### config.mk
export PLATFORM = sky130hd
export DESIGN_NAME = cmt_root_div
export DESIGN_NICKNAME = d
export VERILOG_FILES = /design/src/design/cmt_pkg.sv /design/src/design/cmt_root_div.sv
export SDC_FILE = /design/constraint.sdc
export NUM_CORES = 1
export LEC_CHECK = 0
export BUFFER_PORTS_ARGS = -buffer_cell sky130_fd_sc_hd__buf_2
export CAP_MARGIN = 20
export CORE_MARGIN = 5
export CORE_UTILIZATION = 60
export DETAILED_ROUTE_END_ITERATION = 8
export PLACE_DENSITY = 0.81
export SYNTH_ARGS = -nofsm -noshare
export SYNTH_HDL_FRONTEND = slang
export SYNTH_SLANG_ARGS = --single-unit
export TNS_END_PERCENT = 100
### constraint.sdc
create_clock -name clk -period 12.7 [get_ports clk]
set_clock_uncertainty 0.05 [all_clocks]
set_input_delay 1.905 -clock clk [delete_from_list [all_inputs] [get_ports clk]]
set_output_delay 1.905 -clock clk [all_outputs]
set_load 0.1 [all_outputs]
### src/design/cmt_pkg.sv
// Shared types, constants and arithmetic helpers for the capsule mesh tessellator.
`default_nettype none
package cmt_pkg;

  localparam int INDEX_BITS = 32;
  localparam int VERTS      = 14;
  localparam int TRIS       = 24;

  typedef struct packed {
    logic start;
    logic is_root;
  } rd_ctrl_t;

  function automatic logic signed [31:0] sin_q30(input logic [3:0] k);
    logic signed [31:0] r;
    begin
      unique case (k)
        4'd0:    r = 32'sd0;
        4'd1:    r = 32'sd536865851;
        4'd2:    r = 32'sd929881853;
        4'd3:    r = 32'sd1073741824;
        4'd4:    r = 32'sd929899384;
        4'd5:    r = 32'sd536896215;
        4'd6:    r = 32'sd35062;
        4'd7:    r = -32'sd536835487;
        4'd8:    r = -32'sd929864321;
        4'd9:    r = -32'sd1073741823;
        4'd10:   r = -32'sd929916913;
        4'd11:   r = -32'sd536926579;
        default: r = 32'sd0;
      endcase
      return r;
    end
  endfunction

  function automatic logic signed [31:0] cos_q30(input logic [3:0] k);
    logic signed [31:0] r;
    begin
      unique case (k)
        4'd0:    r = 32'sd1073741824;
        4'd1:    r = 32'sd929890618;
        4'd2:    r = 32'sd536881033;
        4'd3:    r = 32'sd17531;
        4'd4:    r = -32'sd536850669;
        4'd5:    r = -32'sd929873087;
        4'd6:    r = -32'sd1073741823;
        4'd7:    r = -32'sd929908149;
        4'd8:    r = -32'sd536911397;
        4'd9:    r = -32'sd52592;
        4'd10:   r = 32'sd536820304;
        4'd11:   r = 32'sd929855555;
        default: r = 32'sd0;
      endcase
      return r;
    end
  endfunction

  // round to nearest, ties away from zero: bias negatives by one less than half
  function automatic logic signed [63:0] rshr30(input logic signed [63:0] v);
    logic signed [63:0] bias;
    begin
      bias = v[63] ? 64'sd536870911 : 64'sd536870912;
      return (v + bias) >>> 30;
    end
  endfunction

  function automatic logic [31:0] sat32(input logic signed [63:0] v);
    begin
      if (v > 64'sd2147483647) return 32'h7FFF_FFFF;
      else if (v < -64'sd2147483648) return 32'h8000_0000;
      else return v[31:0];
    end
  endfunction

endpackage
`default_nettype wire

### src/design/cmt_root_div.sv
// Iterative 32-step unit: floor square root of 64 bits or 64 by 32 bit division.
`default_nettype none
module cmt_root_div (
  input  wire logic             clk,
  input  wire logic             rst_n,
  input  wire cmt_pkg::rd_ctrl_t ctrl,
  input  wire logic [63:0]      opa,
  input  wire logic [31:0]      opb,
  output logic                  done,
  output logic [31:0]           result
);

  logic        busy_r;
  logic        root_r;
  logic        done_r;
  logic [4:0]  cnt_r;
  logic [63:0] x_r;
  logic [63:0] res_r;
  logic [63:0] bit_r;
  logic [31:0] d_r;

  logic [63:0] trial;
  logic [64:0] sh;
  logic [32:0] top;
  logic        ge;
  logic [32:0] topn;

  always_comb begin
    trial = res_r + bit_r;
    sh    = {x_r, 1'b0};
    top   = sh[64:32];
    ge    = top >= {1'b0, d_r};
    topn  = ge ? top - {1'b0, d_r} : top;
  end

  always_ff @(posedge clk) begin
    if (!rst_n) begin
      busy_r <= 1'b0;
      done_r <= 1'b0;
      cnt_r  <= '0;
      root_r <= 1'b0;
    end else begin
      done_r <= busy_r && (cnt_r == 5'd31);
      if (ctrl.start) begin
        busy_r <= 1'b1;
        root_r <= ctrl.is_root;
        cnt_r  <= '0;
        x_r    <= opa;
        res_r  <= '0;
        bit_r  <= 64'h4000_0000_0000_0000;
        d_r    <= opb;
      end else if (busy_r) begin
        cnt_r <= cnt_r + 5'd1;
        if (cnt_r == 5'd31) busy_r <= 1'b0;
        if (root_r) begin
          if (x_r >= trial) begin
            x_r   <= x_r - trial;
            res_r <= (res_r >> 1) + bit_r;
          end else begin
            res_r <= res_r >> 1;
          end
          bit_r <= bit_r >> 2;
        end else begin
          x_r <= {topn[31:0], sh[31:1], ge};
        end
      end
    end
  end

  assign done   = done_r;
  assign result = root_r ? res_r[31:0] : x_r[31:0];

endmodule
`default_nettype wire

==> results.md, run 1 <==
* Synth warn at 0
* Worst IR Drop VDD at 0.000118 V
* Pwr/cell area at 132 nW/µm²
* Critical path endpoint category: flip-flop
* Worst-case reg-to-reg path depth at 22
* IO buf count at 132
* Post-CTS resize count at 0
* Vias at 17400
* Diode count at 0
* Final Critical Period at 6.75 ns
* CTS Hold Bufs at 0
* Routed Antenna Nets at 0
* R2r setup slk at 5.95 ns
* Row cnt at 65
* Max_cap viols at 0
* Hold Crit Depth at 2
* CTS Sinks at 200
* CP max-delay cell: o311ai_0
* Synth Flop Type: edfxtp_1
* Largest net degree at the start of global routing at 98
* CTS root buf: clkbuf_16
* Seq cells post-synth at 200
* Final setup viols at 0
* DRC at 0
* Minimum hold slack at 0.460 ns
* Post-layout util at 0.651
* RSZ-0062 raised after global routing: no
* Total CTS buffers at 17
* Initial core utilization at 0.604
* GP Congestion at 1.05
* Most frequent cell on the critical path: nor2_1
* H-tree depth reported by CTS at 4
* CP Launch Point: res_r[2]
* Startpoint Class: flip-flop
* Number of distinct library cells after synthesis at 96
* Leakage power at 7.99 nW
* Via/cell ratio at 6.53
* Clock Tree Buf Depth at 2
* Share of cells above drive strength 1 at 0.111
* I/O pins at 133
* Crit path required time at 12.84 ns
* Die area at 35300 µm²
* Fmax achieved at 0.148 GHz
* Clk slew on worst S/H paths at 0.08 ns
* Setup TNS at 0 ns
* Post-DP HPWL at 42300 µm
* HP Class: reg -> reg
* Initial DRC Count at 2063
* Status: finished, final reports clean
* Vias in the first global route at 16500
* Synthesized area at 19000 µm²
* Worst-Skew Late Latency at 0.47 ns
* Slew Limit Fails at 0
* Worst slew pin tran at 1.13 ns
* Maximum fanout along the worst path at 81
* Worst flop-to-flop path endpoint: res_r[7]
* Crit Path Category: reg -> reg
* Top Family by Delay on Critical Path: compound AO/OA/AOI/OAI gates
* Arrival @ worst endpoint at 6.88 ns
* Mean Syn Cell Area at 8.67 µm²
* Die Height at 188 µm
* Max incr delay on CP at 1.00 ns
* EDFF count, synth at 192
* Most frequent cells in the layout: 229 x nand2_1, 192 x edfxtp_1, 185 x nor2_1
* Commonest non-fill, non-tap cell in the layout: nand2_1
* Tcrit/Tclk final at 0.531
* Final net count at 2521
* DRT Pass-1 Iters at 6
* Postcts setup bufs at 0
* Cells along the critical path: ha_1 -> a21o_1 -> a31oi_1 -> o311ai_0 -> a21o_1 -> a21oi_2 -> o21bai_1 -> a21oi_1 -> nor2_1 -> o21ai_0 -> xor2_1 -> ha_1 -> nand2_1 -> nor2_1 -> nor4bb_1 -> nand2b_1 -> o21ai_2 -> o21ba_2 -> buf_4 -> o21ai_0 -> xor2_1 -> nor2_1
* Final Hold Fails at 0
* Wirelength, routed at 55400 µm
* Core Region at 31400 µm²
* Seq/Total Area, Yosys at 0.313
* WP depth at 22
* Critical path endpoint: res_r[7]
* Total GRT Usage at 0.305
* R2R Path Start: res_r[2]
* Post-synth ARST share at 0
* First-pass GRT wire length at 87500 µm
* Overflow after GRT at 0
* CTS tree: built
* Die Span X at 188 µm
* Syn Nets at 2454
* Antenna violations before repair at 0
* Syn Inst Count at 2188
* Slew margin rel. at 0.235
* CP Buf/Inv Count at 1
* Area grow syn2layout at 7.87%
* Wire length per cell at 20.7 µm
[cell families after synthesis]
| family | Yosys count | synth area share |
|---|---|---|
| AND/OR/NAND/NOR | 691 | 0.172 |
| flip-flops | 200 | 0.313 |
| XOR/XNOR | 205 | 0.0947 |
| AO/OA/AOI/OAI | 694 | 0.245 |
| buffers and inverters | 186 | 0.0391 |
| adder cells (fa/ha/maj) | 166 | 0.110 |
| multiplexers | 46 | 0.0259 |
[registers in the layout, indices dropped and copies added, names as in the netlist]
signal	flops
res_r	64
x_r	64
bit_r	32
d_r	32
cnt_r	5
busy_r	1
done	1
root_r	1
[final cells by class]
class | count | area [µm²]
Multi-Input combinational cell | 1802 | 12300
Fill cell | 2594 | 10900
Sequential cell | 200 | 5930
Timing Repair Buffer | 146 | 785
Tap cell | 402 | 503
Clock buffer | 18 | 429
Inverter | 88 | 330
Clock inverter | 14 | 158
[how the worst min path moves through the flow]
stage,end,startpoint,slack (ns)
floorplan,cnt_r[4],cnt_r[4],0.42
global placement,cnt_r[4],cnt_r[4],0.43
detailed placement,cnt_r[4],cnt_r[4],0.45
CTS,cnt_r[4],cnt_r[4],0.46
global route,cnt_r[3],cnt_r[3],0.50
finish,cnt_r[4],cnt_r[4],0.46
[stage by stage]
step / instance area, µm² / cells / setup slack (ns) / power [mW]
3_5_place_dp: 19900 / 2637 / 6.23 / 2.11
6_report: 20500 / 2670 / 5.95 / 2.70
2_1_floorplan: 19000 / 2188 / 4.95 / 1.83
5_1_grt: 20500 / 2670 / 5.55 / 2.85
3_3_place_gp: 19800 / 2636 / 6.44 / 2.09
4_1_cts: 20400 / 2669 / 6.19 / 2.68
[layer usage]
| metal | track usage | up-vias | routed length (µm) |
|---|---|---|---|
| met2 | 0.460 | 877 | 23800 |
| met3 | 0.0560 | 118 | 5240 |
| met1 | 0.444 | 8163 | 24600 |
| li1 | - | 8282 | - |
| met4 | 0.101 | 0 | 1670 |
| met5 | 0 | - | 0 |
[synth_stat cells, drive strengths merged, types with 5 or more instances]
library cell / n / area, µm²
mux2i: 21 / 210
o211ai: 23 / 183
a31oi: 55 / 365
ha: 164 / 2050
dfxtp: 8 / 160
xnor2: 91 / 797
and2: 13 / 81.3
nand3: 31 / 155
nand4: 51 / 319
or2: 7 / 43.8
a2bb2oi: 9 / 78.8
a222oi: 7 / 70.1
clkbuf: 70 / 264
nor4: 13 / 96.3
inv: 88 / 330
a221oi: 8 / 87.6
o21a: 16 / 120
or3: 17 / 106
o221a: 8 / 90.1
nand2b: 16 / 100
nand2: 229 / 860
a31o: 11 / 96.3
buf: 28 / 148
o21bai: 38 / 289
xor2: 114 / 998
and3: 22 / 138
a22o: 5 / 43.8
or4: 5 / 37.5
a21o: 51 / 383
edfxtp: 192 / 5770
a21boi: 13 / 97.6
o31ai: 13 / 111
nor3: 27 / 135
o21ai: 151 / 759
nor2: 185 / 694
a21oi: 179 / 903
mux2: 25 / 282
nor2b: 59 / 369
a211oi: 45 / 343
o31a: 6 / 53.8
[worst reg2reg max path, stage by stage, from the launching register on]
cell and delay (ns):
edfxtp_1 0.45, ha_1 0.37, a21o_1 0.17, a31oi_1 0.16, o311ai_0 1.00, a21o_1 0.31
a21oi_2 0.12, o21bai_1 0.25, a21oi_1 0.12, nor2_1 0.10, o21ai_0 0.09, xor2_1 0.22
ha_1 0.46, nand2_1 0.10, nor2_1 0.18, nor4bb_1 0.44, nand2b_1 0.13, o21ai_2 0.30
o21ba_2 0.20, buf_4 0.59, o21ai_0 0.42, xor2_1 0.21, nor2_1 0.05
[report_power, final]
part           leakage [nW]  switching, mW  internal (mW)
Sequential             1.90         0.0742          0.797
Combinational          5.81          0.796          0.468
Clock                 0.281          0.260          0.307
Total                  7.99           1.13           1.57
Power figures use the tool's default switching activity.
==> inputs of run 2 (changes only) <==
--- a/config.mk
+++ b/config.mk
@@ -8,7 +8,7 @@
 export BUFFER_PORTS_ARGS = -buffer_cell sky130_fd_sc_hd__buf_2
 export CAP_MARGIN = 20
 export CORE_MARGIN = 5
-export CORE_UTILIZATION = 60
+export CORE_UTILIZATION = 57
 export DETAILED_ROUTE_END_ITERATION = 8
 export PLACE_DENSITY = 0.81
 export SYNTH_ARGS = -nofsm -noshare
==> constraint.sdc (replaced) <==
create_clock -name clk -period 5.4 [get_ports clk]
set_clock_uncertainty 0.05 [all_clocks]
set_input_delay 0.81 -clock clk [delete_from_list [all_inputs] [get_ports clk]]
set_output_delay 0.81 -clock clk [all_outputs]
set_load 0.1 [all_outputs]
==> run 2 against run 1 <==
Critical endpoint is now x_r[52]. Power increased to 2.5 times the previous value. Die area increased by 5.0%. Non-clock buffer count increased by 184. Highest routed layer unchanged. Design area increased by 11%. Largest cell class unchanged. Register-to-register slack got worse by 5.9 ns.
==> results.md, run 2 (synthesized netlist as in run 1, its figures left out) <==
* Wire length per cell at 21.2 µm
* Final net count at 2705
* Die Span X at 192 µm
* Overflow after GRT at 0
* Pwr/cell area at 301 nW/µm²
* Hold EP: d_r[29]
* Row cnt at 66
* Final Critical Period at 5.38 ns
* Share of cells above drive strength 1 at 0.215
* Die area at 37000 µm²
* Slew Limit Fails at 0
* Worst-case reg-to-reg path depth at 23
* Final non-filler cell total at 2894
* Wirelength, routed at 61200 µm
* Crit path required time at 5.58 ns
* Status: finished, final reports clean
* CP Launch Point: res_r[4]
* CTS Sinks at 200
* Initial core utilization at 0.580
* GP Congestion at 1.05
* Worst IR Drop VDD at 0.000260 V
* CTS root buf: clkbuf_16
* Via/cell ratio at 6.41
* Commonest non-fill, non-tap cell in the layout: nand2_1
* First-pass GRT wire length at 92100 µm
* Most frequent cells in the layout: 224 x nand2_1, 192 x edfxtp_1, 183 x buf_4
* Initial DRC Count at 2137
* R2r setup slk at 0.02 ns
* I/O pins at 133
* Post-layout util at 0.694
* Cells along the critical path: ha_4 -> a211oi_2 -> a211oi_2 -> and3b_1 -> o211ai_1 -> nand2_1 -> and3_4 -> a21bo_2 -> buf_4 -> xnor2_1 -> ha_1 -> a21oi_1 -> o21ai_1 -> a21o_1 -> a21oi_1 -> a21boi_2 -> o21ai_4 -> o21bai_4 -> nand2_2 -> a21oi_4 -> nor2b_4 -> buf_12 -> clkbuf_16
* Final Hold Fails at 0
* Slew margin rel. at 0.281
* Worst-Skew Late Latency at 0.47 ns
* Max incr delay on CP at 0.46 ns
* Fillers at 2577
* Total CTS buffers at 17
* Die Height at 192 µm
* Worst slew pin tran at 1.07 ns
* Fmax achieved at 0.186 GHz
* Antenna violations before repair at 0
* Crit Path Category: reg -> reg
* CTS Hold Bufs at 0
* DRC at 0
* Routed Antenna Nets at 0
* Leakage power at 9.06 nW
* Area grow syn2layout at 19.8%
* HP Class: in -> reg
* Vias in the first global route at 17100
* Worst flop-to-flop path endpoint: x_r[52]
* Largest regs: res_r (64), x_r (64)
* Minimum hold slack at 0.463 ns
* Final setup viols at 0
* Min-delay src: opb[29]
* Total GRT Usage at 0.314
* Hold Crit Depth at 1
* Clk slew on worst S/H paths at 0.08 ns
* Startpoint Class: flip-flop
* Core Region at 32700 µm²
* Max_cap viols at 0
* Arrival @ worst endpoint at 5.55 ns
* Total chip power at 6.84 mW
* Clock Tree Buf Depth at 2
* CP max-delay cell: edfxtp_1
* Vias at 18600
* Critical path endpoint category: flip-flop
* R2R Path Start: res_r[4]
* IO buf count at 132
* DRT Pass-1 Iters at 6
* Tcrit/Tclk final at 0.996
* Post-DP HPWL at 46100 µm
* Diode count at 0
* H-tree depth reported by CTS at 4
* Largest net degree at the start of global routing at 98
* Maximum fanout along the worst path at 9
* Placed cells at 2824
* CTS tree: built
## run 2: changes by cell type in the layout (fill, tap and decap cells not counted), sizes merged
cell / before / now
clkinv: 8 / 6
inv: 88 / 94
bufinv: 3 / 0
clkbuf: 18 / 21
buf: 146 / 326
## run 2: layout make-up
class,instances,area (µm²),share of cell area
clock buffer,17,425,0.0187
clock inverter,15,119,0.00524
inverter,88,333,0.0147
multi-input combinational,1802,13000,0.573
sequential,200,5930,0.261
tap,442,553,0.0244
timing repair buffer,330,2320,0.102
## run 2: power breakdown
part           total (mW)  internal (mW)  switching [mW]
registers            2.02           1.87           0.147
clock network        1.24          0.599           0.646
logic                3.58           1.47            2.11
total                6.84           3.94            2.90
## run 2: repair_timing
action,CTS,global route
setup endpoints to repair,74,157
resized for setup,9,89
cloned,0,6
setup buffers,1,30
pin swaps,1,57
## run 2: worst max-delay path by stage
| stage | end | slack (ns) |
|---|---|---|
| CTS | x_r[59] | 0.01 |
| detailed placement | res_r[13] | -0.08 |
| finish | x_r[52] | 0.02 |
| global route | x_r[55] | -0.13 |
| global placement | res_r[13] | 0.03 |
| floorplan | x_r[0] | 0.004 |
## run 2: metrics by stage
stage                     area [µm²]  TNS [ns]  worst slack (ns)
after detailed placement       21300    -0.773           -0.0795
after global routing           22700     -7.29            -0.134
after global placement         21300         0            0.0310
after CTS                      21900         0            0.0108
final                          22700         0            0.0229
after floorplan                19200         0           0.00392
## run 2: routing by layer
metal	vias to the layer above	wire (µm)	track usage
met5	-	0	0
met4	0	1480	0.0801
met3	124	6240	0.0525
met2	1013	26500	0.473
met1	8762	27000	0.469
li1	8657	-	-
## run 2: critical path, delay by kind of cell (launching register included)
kind | cells | cell delay, ns
AOI/OAI and AO/OA | 12 | 2.42
and+or+nand+nor | 5 | 0.79
adders and majority gates | 2 | 0.68
DFF | 1 | 0.46
buffers and inverters | 3 | 0.45
xor gates and xnor gates | 1 | 0.28
